File: src/rtl/tri_state_key_action_tracker_macros.svh
// Assertion macros for the tri-state key session tracker.
// No dependencies; included by the modules that carry assertions.
`ifndef TRI_STATE_KEY_ACTION_TRACKER_MACROS_SVH
`define TRI_STATE_KEY_ACTION_TRACKER_MACROS_SVH
`ifndef SYNTHESIS
`define TSK_ASSERT(label, clk, rst, prop, msg) \
   label: assert property (@(posedge clk) disable iff (rst) (prop)) else $error(msg);
`define TSK_ASSERT_NR(label, clk, prop, msg) \
   label: assert property (@(posedge clk) (prop)) else $error(msg);
`else
`define TSK_ASSERT(label, clk, rst, prop, msg)
`define TSK_ASSERT_NR(label, clk, prop, msg)
`endif
`endif

File: src/rtl/tsk_pkg.sv
// Shared types and constants for the tri-state key session tracker.
// No dependencies.
`timescale 1ns / 1ps
package tsk_pkg;
   localparam int SlotsDefault = 10;
   localparam int KeysDefault  = 128;

   localparam logic [2:0] FUNC_PRESS   = 3'd0;
   localparam logic [2:0] FUNC_RELEASE = 3'd1;
   localparam logic [2:0] FUNC_OTHER   = 3'd2;
   localparam logic [2:0] FUNC_LAYER   = 3'd3;
   localparam logic [2:0] FUNC_TICK    = 3'd4;

   localparam logic [1:0] BIND_START = 2'd0;
   localparam logic [1:0] BIND_CONT  = 2'd1;
   localparam logic [1:0] BIND_END   = 2'd2;

   localparam logic [2:0] CSR_TIMEOUT   = 3'd0;
   localparam logic [2:0] CSR_HOLD      = 3'd1;
   localparam logic [2:0] CSR_LAYER_IGN = 3'd2;
   localparam logic [2:0] CSR_KEYS_LO   = 3'd3;
   localparam logic [2:0] CSR_KEYS_HI   = 3'd4;

   typedef struct packed {
      logic [2:0]  func;
      logic [6:0]  key_position;
      logic        key_down;
      logic [4:0]  layer_index;
      logic        layer_on;
      logic [31:0] now_ms;
   } req_type;

   typedef struct packed {
      logic [1:0]  action_binding;
      logic        action_press;
      logic [6:0]  action_position;
      logic [15:0] action_hold_ms;
      logic        status;
      logic        last;
   } rsp_type;

   // classified command handed from front to back
   typedef struct packed {
      logic [2:0]  func;
      logic [6:0]  key_position;
      logic        key_down;
      logic        key_ign;
      logic        layer_end;
      logic [31:0] now_ms;
   } cmd_type;

   typedef enum logic [2:0] {
      ST_IDLE, ST_SCAN, ST_EMIT, ST_DONE
   } back_state_type;
endpackage

File: src/rtl/tsk_front.sv
// Front end: accepts items, classifies them against the ignore masks, queues them.
// Depends on tsk_pkg.
`timescale 1ns / 1ps
module tsk_front #(
   parameter int KEY_POSITIONS = tsk_pkg::KeysDefault
) (
   input  logic             clock,
   input  logic             reset,
   input  logic             req_valid,
   output logic             req_ready,
   input  tsk_pkg::req_type req_data,
   input  logic [31:0]      layer_mask,
   input  logic [127:0]     key_mask,
   output logic             cmd_valid,
   input  logic             cmd_ready,
   output tsk_pkg::cmd_type cmd_data
);
   import tsk_pkg::*;
   `include "tri_state_key_action_tracker_macros.svh"

   // two-entry queue
   cmd_type   q_ff [2];
   cmd_type   q_in;
   logic [1:0] cnt_ff, cnt_in;
   logic       rd_ff, rd_in, wr_ff, wr_in;
   logic       push, pop;
   logic [KEY_POSITIONS-1:0] keys;

   assign keys = key_mask[KEY_POSITIONS-1:0];
   assign req_ready = (cnt_ff != 2'd2);
   assign push = req_valid && req_ready;
   assign pop  = cmd_valid && cmd_ready;
   assign cmd_valid = (cnt_ff != 2'd0);
   assign cmd_data = q_ff[rd_ff];

   always_comb begin
      q_in.func         = req_data.func;
      q_in.key_position = req_data.key_position;
      q_in.key_down     = req_data.key_down;
      q_in.key_ign      = keys[req_data.key_position[$clog2(KEY_POSITIONS)-1:0]];
      q_in.layer_end    = req_data.layer_on && !layer_mask[req_data.layer_index];
      q_in.now_ms       = req_data.now_ms;
      cnt_in = cnt_ff + {1'b0, push} - {1'b0, pop};
      rd_in  = rd_ff ^ pop;
      wr_in  = wr_ff ^ push;
   end

   always_ff @(posedge clock) begin
      if (reset) begin
         cnt_ff <= '0;
         rd_ff  <= 1'b0;
         wr_ff  <= 1'b0;
      end else begin
         cnt_ff <= cnt_in;
         rd_ff  <= rd_in;
         wr_ff  <= wr_in;
      end
      if (push) q_ff[wr_ff] <= q_in;
   end

   `TSK_ASSERT(a_no_overflow, clock, reset, push |-> cnt_ff != 2'd2, "queue overflow")
   `TSK_ASSERT(a_cnt_range, clock, reset, cnt_ff != 2'd3, "queue count out of range")
   `TSK_ASSERT(a_pop_nonempty, clock, reset, pop |-> cnt_ff != 2'd0, "pop from empty")
endmodule

File: src/rtl/tsk_back.sv
// Back end: scans the session slots one per cycle, pausing while it emits result items.
// Depends on tsk_pkg.
`timescale 1ns / 1ps
module tsk_back #(
   parameter int SESSION_SLOTS = tsk_pkg::SlotsDefault
) (
   input  logic             clock,
   input  logic             reset,
   input  logic             cmd_valid,
   output logic             cmd_ready,
   input  tsk_pkg::cmd_type cmd_data,
   input  logic [15:0]      idle_ms,
   input  logic [15:0]      hold_ms,
   output logic             rsp_valid,
   input  logic             rsp_ready,
   output tsk_pkg::rsp_type rsp_data
);
   import tsk_pkg::*;
   `include "tri_state_key_action_tracker_macros.svh"

   localparam int IW = (SESSION_SLOTS > 1) ? $clog2(SESSION_SLOTS) : 1;
   localparam logic [IW-1:0] LastIdx = IW'(SESSION_SLOTS - 1);

   logic [SESSION_SLOTS-1:0] act_ff, prs_ff, fst_ff, arm_ff;
   logic [6:0]  pos_ff [SESSION_SLOTS];
   logic [31:0] dl_ff  [SESSION_SLOTS];

   back_state_type st_ff, st_in;
   cmd_type   c_ff;
   logic [IW-1:0] idx_ff, idx_in;
   // pending emission sequence: up to three results, held in a queue of four slots
   rsp_type   seq_ff [4];
   rsp_type   seq_in [4];
   logic [2:0] seq_n_ff, seq_n_in, seq_i_ff, seq_i_in;
   logic       stop_ff, stop_in;    // end scan after emission
   logic       found_ff, found_in;  // press: existing slot found
   logic       free_ok_ff, free_ok_in;
   logic [IW-1:0] free_ff, free_in;
   rsp_type    out_ff, out_in;
   logic       ov_ff, ov_in;

   // slot writes decided combinationally
   logic       wr;
   logic [IW-1:0] wi;
   logic       w_act, w_prs, w_fst, w_arm, w_dl;
   logic [6:0] w_pos;
   logic [31:0] w_dlv, dsub;
   logic       hit, last_slot, is_last;
   rsp_type    r0, r1, r2, r3;

   // tick look-ahead: sessions further on that will still end
   logic [31:0] tdiff [SESSION_SLOTS];
   logic [SESSION_SLOTS-1:0] due, later;
   logic       more_due;

   assign cmd_ready = (st_ff == ST_IDLE);
   assign rsp_valid = ov_ff;
   assign rsp_data  = out_ff;
   assign hit = act_ff[idx_ff] && pos_ff[idx_ff] == c_ff.key_position;
   assign last_slot = (idx_ff == LastIdx);
   assign dsub = c_ff.now_ms - dl_ff[idx_ff];
   assign more_due = |(due & later);
   assign is_last = (seq_i_ff + 3'd1 == seq_n_ff) && (stop_ff || last_slot || !more_due);

   always_comb begin
      for (int j = 0; j < SESSION_SLOTS; j++) begin
         tdiff[j] = c_ff.now_ms - dl_ff[j];
         due[j]   = arm_ff[j] && act_ff[j] && !prs_ff[j] && !tdiff[j][31];
         later[j] = (j > int'(idx_ff));
      end
   end

   function automatic rsp_type mk(logic [1:0] b, logic p, logic [6:0] q, logic [15:0] h);
      rsp_type r;
      r = '0;
      r.action_binding = b;
      r.action_press = p;
      r.action_position = q;
      r.action_hold_ms = h;
      return r;
   endfunction

   always_comb begin
      st_in = st_ff;
      idx_in = idx_ff;
      seq_in = seq_ff;
      seq_n_in = seq_n_ff;
      seq_i_in = seq_i_ff;
      stop_in = stop_ff;
      found_in = found_ff;
      free_ok_in = free_ok_ff;
      free_in = free_ff;
      out_in = out_ff;
      ov_in = ov_ff && !rsp_ready;
      wr = 1'b0; wi = idx_ff;
      w_act = act_ff[idx_ff]; w_prs = prs_ff[idx_ff]; w_fst = fst_ff[idx_ff];
      w_arm = arm_ff[idx_ff]; w_dl = 1'b0; w_pos = pos_ff[idx_ff];
      w_dlv = c_ff.now_ms + {16'd0, idle_ms};
      r0 = '0; r1 = '0; r2 = '0; r3 = '0;
      unique case (st_ff)
         ST_IDLE: begin
            if (cmd_valid) begin
               st_in = ST_SCAN; idx_in = '0; stop_in = 1'b0;
               found_in = 1'b0; free_ok_in = 1'b0; seq_n_in = '0; seq_i_in = '0;
            end
         end
         ST_SCAN: begin
            seq_n_in = '0; seq_i_in = '0;
            case (c_ff.func)
               FUNC_PRESS: begin
                  if (hit && !found_ff) begin
                     found_in = 1'b1; free_in = idx_ff;
                  end else if (!act_ff[idx_ff] && !free_ok_ff && !found_ff) begin
                     free_ok_in = 1'b1; free_in = idx_ff;
                  end
               end
               FUNC_RELEASE: begin
                  if (hit) begin
                     wr = 1'b1; w_prs = 1'b0; w_arm = 1'b1; w_dl = 1'b1;
                     r0 = mk(BIND_CONT, 1'b0, c_ff.key_position, 16'd0);
                     seq_n_in = 3'd1; stop_in = 1'b1;
                  end
               end
               FUNC_OTHER: begin
                  if (act_ff[idx_ff] && pos_ff[idx_ff] != c_ff.key_position) begin
                     wr = 1'b1;
                     if (!c_ff.key_ign) begin
                        w_act = 1'b0; w_arm = 1'b0; stop_in = 1'b1;
                        r0 = mk(BIND_CONT, 1'b0, pos_ff[idx_ff], 16'd0);
                        r1 = mk(BIND_END, 1'b1, pos_ff[idx_ff], hold_ms);
                        r2 = mk(BIND_END, 1'b0, pos_ff[idx_ff], 16'd0);
                        if (prs_ff[idx_ff]) seq_n_in = 3'd3;
                        else begin r0 = r1; r1 = r2; seq_n_in = 3'd2; end
                     end else if (c_ff.key_down) w_arm = 1'b0;
                     else begin w_arm = 1'b1; w_dl = 1'b1; end
                  end
               end
               FUNC_LAYER: begin
                  if (act_ff[idx_ff] && c_ff.layer_end) begin
                     wr = 1'b1; w_act = 1'b0; w_arm = 1'b0; stop_in = 1'b1;
                     r0 = mk(BIND_CONT, 1'b0, pos_ff[idx_ff], 16'd0);
                     r1 = mk(BIND_END, 1'b1, pos_ff[idx_ff], 16'd0);
                     r2 = mk(BIND_END, 1'b0, pos_ff[idx_ff], 16'd0);
                     if (prs_ff[idx_ff]) seq_n_in = 3'd3;
                     else begin r0 = r1; r1 = r2; seq_n_in = 3'd2; end
                  end
               end
               FUNC_TICK: begin
                  if (arm_ff[idx_ff] && !dsub[31]) begin
                     wr = 1'b1; w_arm = 1'b0;
                     if (act_ff[idx_ff] && !prs_ff[idx_ff]) begin
                        w_act = 1'b0;
                        r0 = mk(BIND_END, 1'b1, pos_ff[idx_ff], hold_ms);
                        r1 = mk(BIND_END, 1'b0, pos_ff[idx_ff], 16'd0);
                        seq_n_in = 3'd2;
                     end
                  end
               end
               default: stop_in = 1'b1;
            endcase
            seq_in[0] = r0; seq_in[1] = r1; seq_in[2] = r2; seq_in[3] = r3;
            if (c_ff.func == FUNC_PRESS) begin
               if (last_slot) st_in = ST_DONE;
               else idx_in = idx_ff + 1'b1;
            end else if (seq_n_in != 3'd0) st_in = ST_EMIT;
            else if (stop_in || last_slot) st_in = ST_IDLE;
            else idx_in = idx_ff + 1'b1;
         end
         ST_DONE: begin
            // press: resolve slot and build the sequence
            wi = free_ff;
            r0 = mk(BIND_START, 1'b1, c_ff.key_position, 16'd0);
            r1 = mk(BIND_START, 1'b0, c_ff.key_position, 16'd0);
            r2 = mk(BIND_CONT, 1'b1, c_ff.key_position, 16'd0);
            stop_in = 1'b1;
            seq_i_in = '0;
            if (!found_ff && !free_ok_ff) begin
               r0 = '0; r0.status = 1'b1; seq_n_in = 3'd1;
            end else begin
               wr = 1'b1; w_act = 1'b1; w_prs = 1'b1; w_fst = 1'b0;
               w_pos = c_ff.key_position;
               w_arm = found_ff ? arm_ff[free_ff] : 1'b0;
               if (found_ff && !fst_ff[free_ff]) begin
                  r0 = r2; seq_n_in = 3'd1;
               end else seq_n_in = 3'd3;
            end
            seq_in[0] = r0; seq_in[1] = r1; seq_in[2] = r2; seq_in[3] = r3;
            st_in = ST_EMIT;
         end
         ST_EMIT: begin
            if (!ov_ff || rsp_ready) begin
               out_in = seq_ff[seq_i_ff[1:0]];
               out_in.last = is_last;
               ov_in = 1'b1;
               seq_i_in = seq_i_ff + 3'd1;
               if (seq_i_ff + 3'd1 == seq_n_ff) begin
                  seq_i_in = '0;
                  if (stop_ff || last_slot) st_in = ST_IDLE;
                  else begin st_in = ST_SCAN; idx_in = idx_ff + 1'b1; end
               end
            end
         end
         default: st_in = ST_IDLE;
      endcase
   end

   always_ff @(posedge clock) begin
      if (reset) st_ff <= ST_IDLE;
      else st_ff <= st_in;
   end

   always_ff @(posedge clock) begin
      if (reset) begin
         act_ff <= '0; prs_ff <= '0; fst_ff <= '0; arm_ff <= '0; ov_ff <= 1'b0;
         idx_ff <= '0;
         for (int k = 0; k < SESSION_SLOTS; k++) begin
            pos_ff[k] <= '0; dl_ff[k] <= '0;
         end
      end else begin
         ov_ff <= ov_in;
         idx_ff <= idx_in;
         if (wr) begin
            act_ff[wi] <= w_act; prs_ff[wi] <= w_prs; fst_ff[wi] <= w_fst;
            arm_ff[wi] <= w_arm; pos_ff[wi] <= w_pos;
            if (w_dl) dl_ff[wi] <= w_dlv;
         end
      end
      if (st_ff == ST_IDLE && cmd_valid) c_ff <= cmd_data;
      seq_ff <= seq_in; seq_n_ff <= seq_n_in; seq_i_ff <= seq_i_in;
      stop_ff <= stop_in; found_ff <= found_in; free_ok_ff <= free_ok_in;
      free_ff <= free_in; out_ff <= out_in;
   end

   `TSK_ASSERT(a_hold, clock, reset, rsp_valid && !rsp_ready |=> $stable(rsp_data), "rsp moved")
   `TSK_ASSERT(a_idx, clock, reset, idx_ff <= LastIdx, "slot index out of range")
   `TSK_ASSERT(a_seq, clock, reset, st_ff == ST_EMIT |-> seq_i_ff < seq_n_ff, "bad sequence")
endmodule

File: src/rtl/tri_state_key_action_tracker.sv
// Top level of the tri-state key session tracker: CSRs, front queue, back scanner.
// Depends on tsk_pkg, tsk_front, tsk_back.
//
// channel | handshake          | payload
// req     | req_valid/ready    | req_data (tsk_pkg::req_type)
// rsp     | rsp_valid/ready    | rsp_data (tsk_pkg::rsp_type)
// csr     | csr_we             | csr_index, csr_wdata (64 bit)
//
// The back end picks up an item in its idle state, then scans one slot per cycle
// (up to SESSION_SLOTS slots; a release, non-ignored key or layer item stops at the slot
// it acts on), pausing to emit the results of a slot; a press adds a resolve state. Results
// leave through a result register. A two-entry queue lets the front accept while the back scans.
// Synchronous active-high reset empties all slots and clears the CSRs.
// A stalled rsp holds the scanner; the queue then back-pressures req.
`timescale 1ns / 1ps
module tri_state_key_action_tracker #(
   parameter int SESSION_SLOTS = tsk_pkg::SlotsDefault,
   parameter int KEY_POSITIONS = tsk_pkg::KeysDefault
) (
   input  logic             clock,
   input  logic             reset,
   input  logic             req_valid,
   output logic             req_ready,
   input  tsk_pkg::req_type req_data,
   output logic             rsp_valid,
   input  logic             rsp_ready,
   output tsk_pkg::rsp_type rsp_data,
   input  logic             csr_we,
   input  logic [2:0]       csr_index,
   input  logic [63:0]      csr_wdata
);
   import tsk_pkg::*;

   logic [15:0]  timeout_ff, hold_ff;
   logic [31:0]  lmask_ff;
   logic [127:0] keys_ff;
   logic         cmd_valid, cmd_ready;
   cmd_type      cmd_data;

   // configuration registers
   always_ff @(posedge clock) begin
      if (reset) begin
         timeout_ff <= '0; hold_ff <= '0; lmask_ff <= '0; keys_ff <= '0;
      end else if (csr_we) begin
         unique case (csr_index)
            CSR_TIMEOUT:   timeout_ff <= csr_wdata[15:0];
            CSR_HOLD:      hold_ff <= csr_wdata[15:0];
            CSR_LAYER_IGN: lmask_ff <= csr_wdata[31:0];
            CSR_KEYS_LO:   keys_ff[63:0] <= csr_wdata;
            CSR_KEYS_HI:   keys_ff[127:64] <= csr_wdata;
            default: ;
         endcase
      end
   end

   tsk_front #(.KEY_POSITIONS(KEY_POSITIONS)) u_front (
      .clock, .reset, .req_valid, .req_ready, .req_data,
      .layer_mask(lmask_ff), .key_mask(keys_ff),
      .cmd_valid, .cmd_ready, .cmd_data
   );

   tsk_back #(.SESSION_SLOTS(SESSION_SLOTS)) u_back (
      .clock, .reset, .cmd_valid, .cmd_ready, .cmd_data,
      .idle_ms(timeout_ff), .hold_ms(hold_ff),
      .rsp_valid, .rsp_ready, .rsp_data
   );
endmodule
File: config.mk
export PLATFORM = sky130hd
export DESIGN_NAME = tri_state_key_action_tracker
export DESIGN_NICKNAME = d
export VERILOG_FILES = /design/src/rtl/tsk_pkg.sv /design/src/rtl/tsk_front.sv /design/src/rtl/tsk_back.sv /design/src/rtl/tri_state_key_action_tracker.sv
export VERILOG_INCLUDE_DIRS = /design/src /design/src/rtl
export SDC_FILE = /design/constraint.sdc
export NUM_CORES = 2
export LEC_CHECK = 0
export ABC_AREA = 1
export BUFFER_PORTS_ARGS = -buffer_cell sky130_fd_sc_hd__buf_2
export CAP_MARGIN = 10
export CORE_ASPECT_RATIO = 1.75
export CORE_MARGIN = 4
export CORE_UTILIZATION = 51
export DETAILED_ROUTE_END_ITERATION = 16
export PLACE_DENSITY = 0.67
export SYNTH_ARGS = -nofsm -noshare
export SYNTH_HDL_FRONTEND = slang
export SYNTH_HIERARCHICAL = 1
export SYNTH_SLANG_ARGS = --single-unit
export TNS_END_PERCENT = 1
File: constraint.sdc
create_clock -name clock -period 8.35 [get_ports clock]
set_clock_uncertainty 0.15 [all_clocks]
set_input_delay 1.2525 -clock clock [delete_from_list [all_inputs] [get_ports clock]]
set_output_delay 1.2525 -clock clock [all_outputs]
set_load 0.005 [all_outputs]
==> flow_summary.json <==
{
  "initial_utilization_pct": 51.5,
  "wirelength_um": 183000,
  "grt_max_degree": 147,
  "wl_per_cell_um": 23.0,
  "tritoncts": "built",
  "drc": 0,
  "drv_slew": 0,
  "h-tree-depth": 3,
  "worstPathArrival_ps": 6720,
  "dr_total_vias": 46200,
  "crit_required_ps": 8540,
  "cts_setup_buffers": 0,
  "placed_cell_area_um2": 58800,
  "finalCritPeriodShare_pct": 78.3,
  "final_cell_mix": "nor2_1 (1,140), nand2_1 (952), edfxtp_1 (860)",
  "drive_above_1_share_pct": 7.94,
  "max_stage_delay_ps": 580,
  "grt_first_pass_wirelength_um": 271000,
  "grt_remaining_overflow": 0,
  "status": "finished clean",
  "path_cells": "inv_8, buf_4, o21ai_0, o221ai_1, nand3_1, nand2_1, inv_1, ha_1, nand2_1, nor3_1, nor4b_1, nand2_1, nand3_1, and2_1, nand2_1, nand2_1, nand2_1, nand2_2, nand2_4, inv_1, nand3_1, nor2_4, buf_4",
  "rsz0062_at_grt": "no",
  "synth_flop_cell": "edfxtp_1",
  "cap_violations": 0,
  "synth_top_family_by_area": "simple AND/OR/NAND/NOR gates",
  "syn-cell-area_um2": 56900,
  "synth_xor_area_share_pct": 0.524,
  "coreArea_um2": 110000,
  "synthAdderAreaFrac_pct": 7.27,
  "drt_iter0_markers": 4335,
  "root_buffer": "clkbuf_16",
  "row_count": 161,
  "die_x_um": 260,
  "numCtsBuffers": 100,
  "leakage_nw": 24.4,
  "crit_path_end_kind": "flip-flop",
  "yosys_warnings": 6,
  "vias_per_cell": 5.81,
  "synth_seq_area_share_pct": 54.1,
  "die_y_um": 450,
  "syn2layout_area_growth_pct": 9.28,
  "syn-num-nets": 6794,
  "die_area_um2": 117000,
  "clock-sinks": 1107,
  "grt_usage_pct": 30.6,
  "syn_inst": 6343,
  "setup_tns_ps": 0,
  "crit_path_top_delay_cell": "inv_8",
  "place_congestion": 0.987,
  "hold_path.class": "reg2reg",
  "fmax_mhz": 153,
  "avgSynthCellArea_um2": 8.97,
  "ys_ff_latch": 1107,
  "cts_resized": 0,
  "vdd_drop_max_uv": 220,
  "relSlewSlack_pct": 9.81,
  "synthMuxAreaShare_pct": 0,
  "hold_viol": 0,
  "p_per_area_nw_per_um2": 266,
  "hold_buffers": 0,
  "path_class": "reg2reg",
  "ant_nets": 0,
  "synth_edf_count": 860,
  "ios": 151,
  "synth_compound_area_share_pct": 10.1,
  "grt_pass1_vias": 45100,
  "post-route-min-period_ps": 6540,
  "worstPathMaxFanout": 146,
  "dp_hpwl_um": 126000,
  "antenna_found_initial": 4,
  "clk_pin_slew_ps": 70,
  "port-buffer-count": 150,
  "cpMostUsedCell": "nand2_1",
  "tightest_slew_ps": 1350,
  "setup_viol": 0,
  "fin_area_um2": 62200,
  "first_pass_iters": 7,
  "finalNetCount": 6836,
  "finalCoreUtilization_pct": 56.3,
  "yosys.area.top_type": "edfxtp_1",
  "cts_buffer_depth": 3,
  "synth_top_area_share_pct": 45.4,
  "async_reset_ff_share_pct": 0,
  "final_common_cell": "nor2_1",
  "ys_top_cells_by_area": "edfxtp_1 (45%), dfxtp_1 (8.7%), nor2_1 (7.5%)",
  "synth_simple_gate_area_share_pct": 20.9,
  "start_kind": "flip-flop",
  "synth.distinct_cells": 54,
  "clock_latency_ps": 730
}
## critical path: cells and delay by family (launching register included)
kind / cells / cell delay [ps]
AOI/OAI and AO/OA: 2 / 340
adders and majority gates: 1 / 270
buffers and inverters: 5 / 1830
DFF: 1 / 460
and+or+nand+nor: 15 / 2970
## kinds of logic after synthesis
group / after synthesis
AO/OA/AOI/OAI: 1054
flip-flops: 1107
adder cells (fa/ha/maj): 330
XOR/XNOR: 34
buffers and inverters: 981
AND/OR/NAND/NOR: 2837
## Yosys cell counts, drive strengths merged, types with 4 or more instances
cell type  count
ha           329
clkinv         7
nand3        546
o211ai        65
o21a           5
nor2        1179
xor2          22
dfxtp        247
nand4         51
inv          666
buf          145
o221ai        36
o22ai         26
nand2        963
nand3b         4
a31oi          5
or2            9
clkbuf       163
a21oi        389
o21ai        490
nor3          64
xnor2         12
nor4          13
a211oi        21
edfxtp       860
## per-layer routing
| metal | global-route usage (%) | vias up | part of all wire (%) |
|---|---|---|---|
| li1 | - | 21500 | - |
| met1 | 33.0 | 21800 | 34 |
| met2 | 53.0 | 2133 | 50 |
| met3 | 4.14 | 731 | 6.8 |
| met4 | 25.0 | 4 | 10 |
| met5 | 0 | - | 0.015 |
## flip-flops by register name, indices dropped and copies added, names as in the netlist, 28 cells and up, named ones only
| name | cells |
|---|---|
| keys_ff | 128 |
| lmask_ff | 32 |
| u_back/c_ff | 45 |
| u_back/dl_ff | 512 |
| u_back/pos_ff | 112 |
| u_back/rsp_data | 28 |
| u_back/seq_ff | 61 |
| u_front/q_ff | 90 |
## power by group
part / switching [mW] / total, mW / internal, mW
clock network: 2.14 / 4.75 / 2.60
registers: 0.457 / 6.89 / 6.43
logic: 3.41 / 4.90 / 1.48
total: 6.01 / 16.5 / 10.5
## cell type report
type,count,area (um^2)
Antenna cell,3,7.51
Clock buffer,133,2730
Clock inverter,56,592
Fill cell,10100,48200
Inverter,673,2540
Multi-Input combinational cell,4255,22100
Sequential cell,1107,30800
Tap cell,1467,1840
Timing Repair Buffer,248,1550
## metrics by stage
step	worst slack, ps	power, mW	hold slack (ps)	std cells
after global placement	2030	11.7	308	7750
after global routing	1460	17.4	346	7941
after CTS	1830	16.5	325	7939
after detailed placement	1870	11.8	315	7750
final	1810	16.5	328	7942
after floorplan	901	9.95	253	6343
## final timing paths
path	startpoint	endpoint	slack, ps	cells past startpoint
worst min register to register	lmask_ff[29]	lmask_ff[29]	330	2
worst max register to register	flip-flop	u_back/dl_ff[13][16]	1810	23
worst min-delay path	lmask_ff[29]	lmask_ff[29]	330	2
worst max-delay path	flip-flop	u_back/dl_ff[13][16]	1810	23
Note: power is estimated with default switching activity, not from simulation.
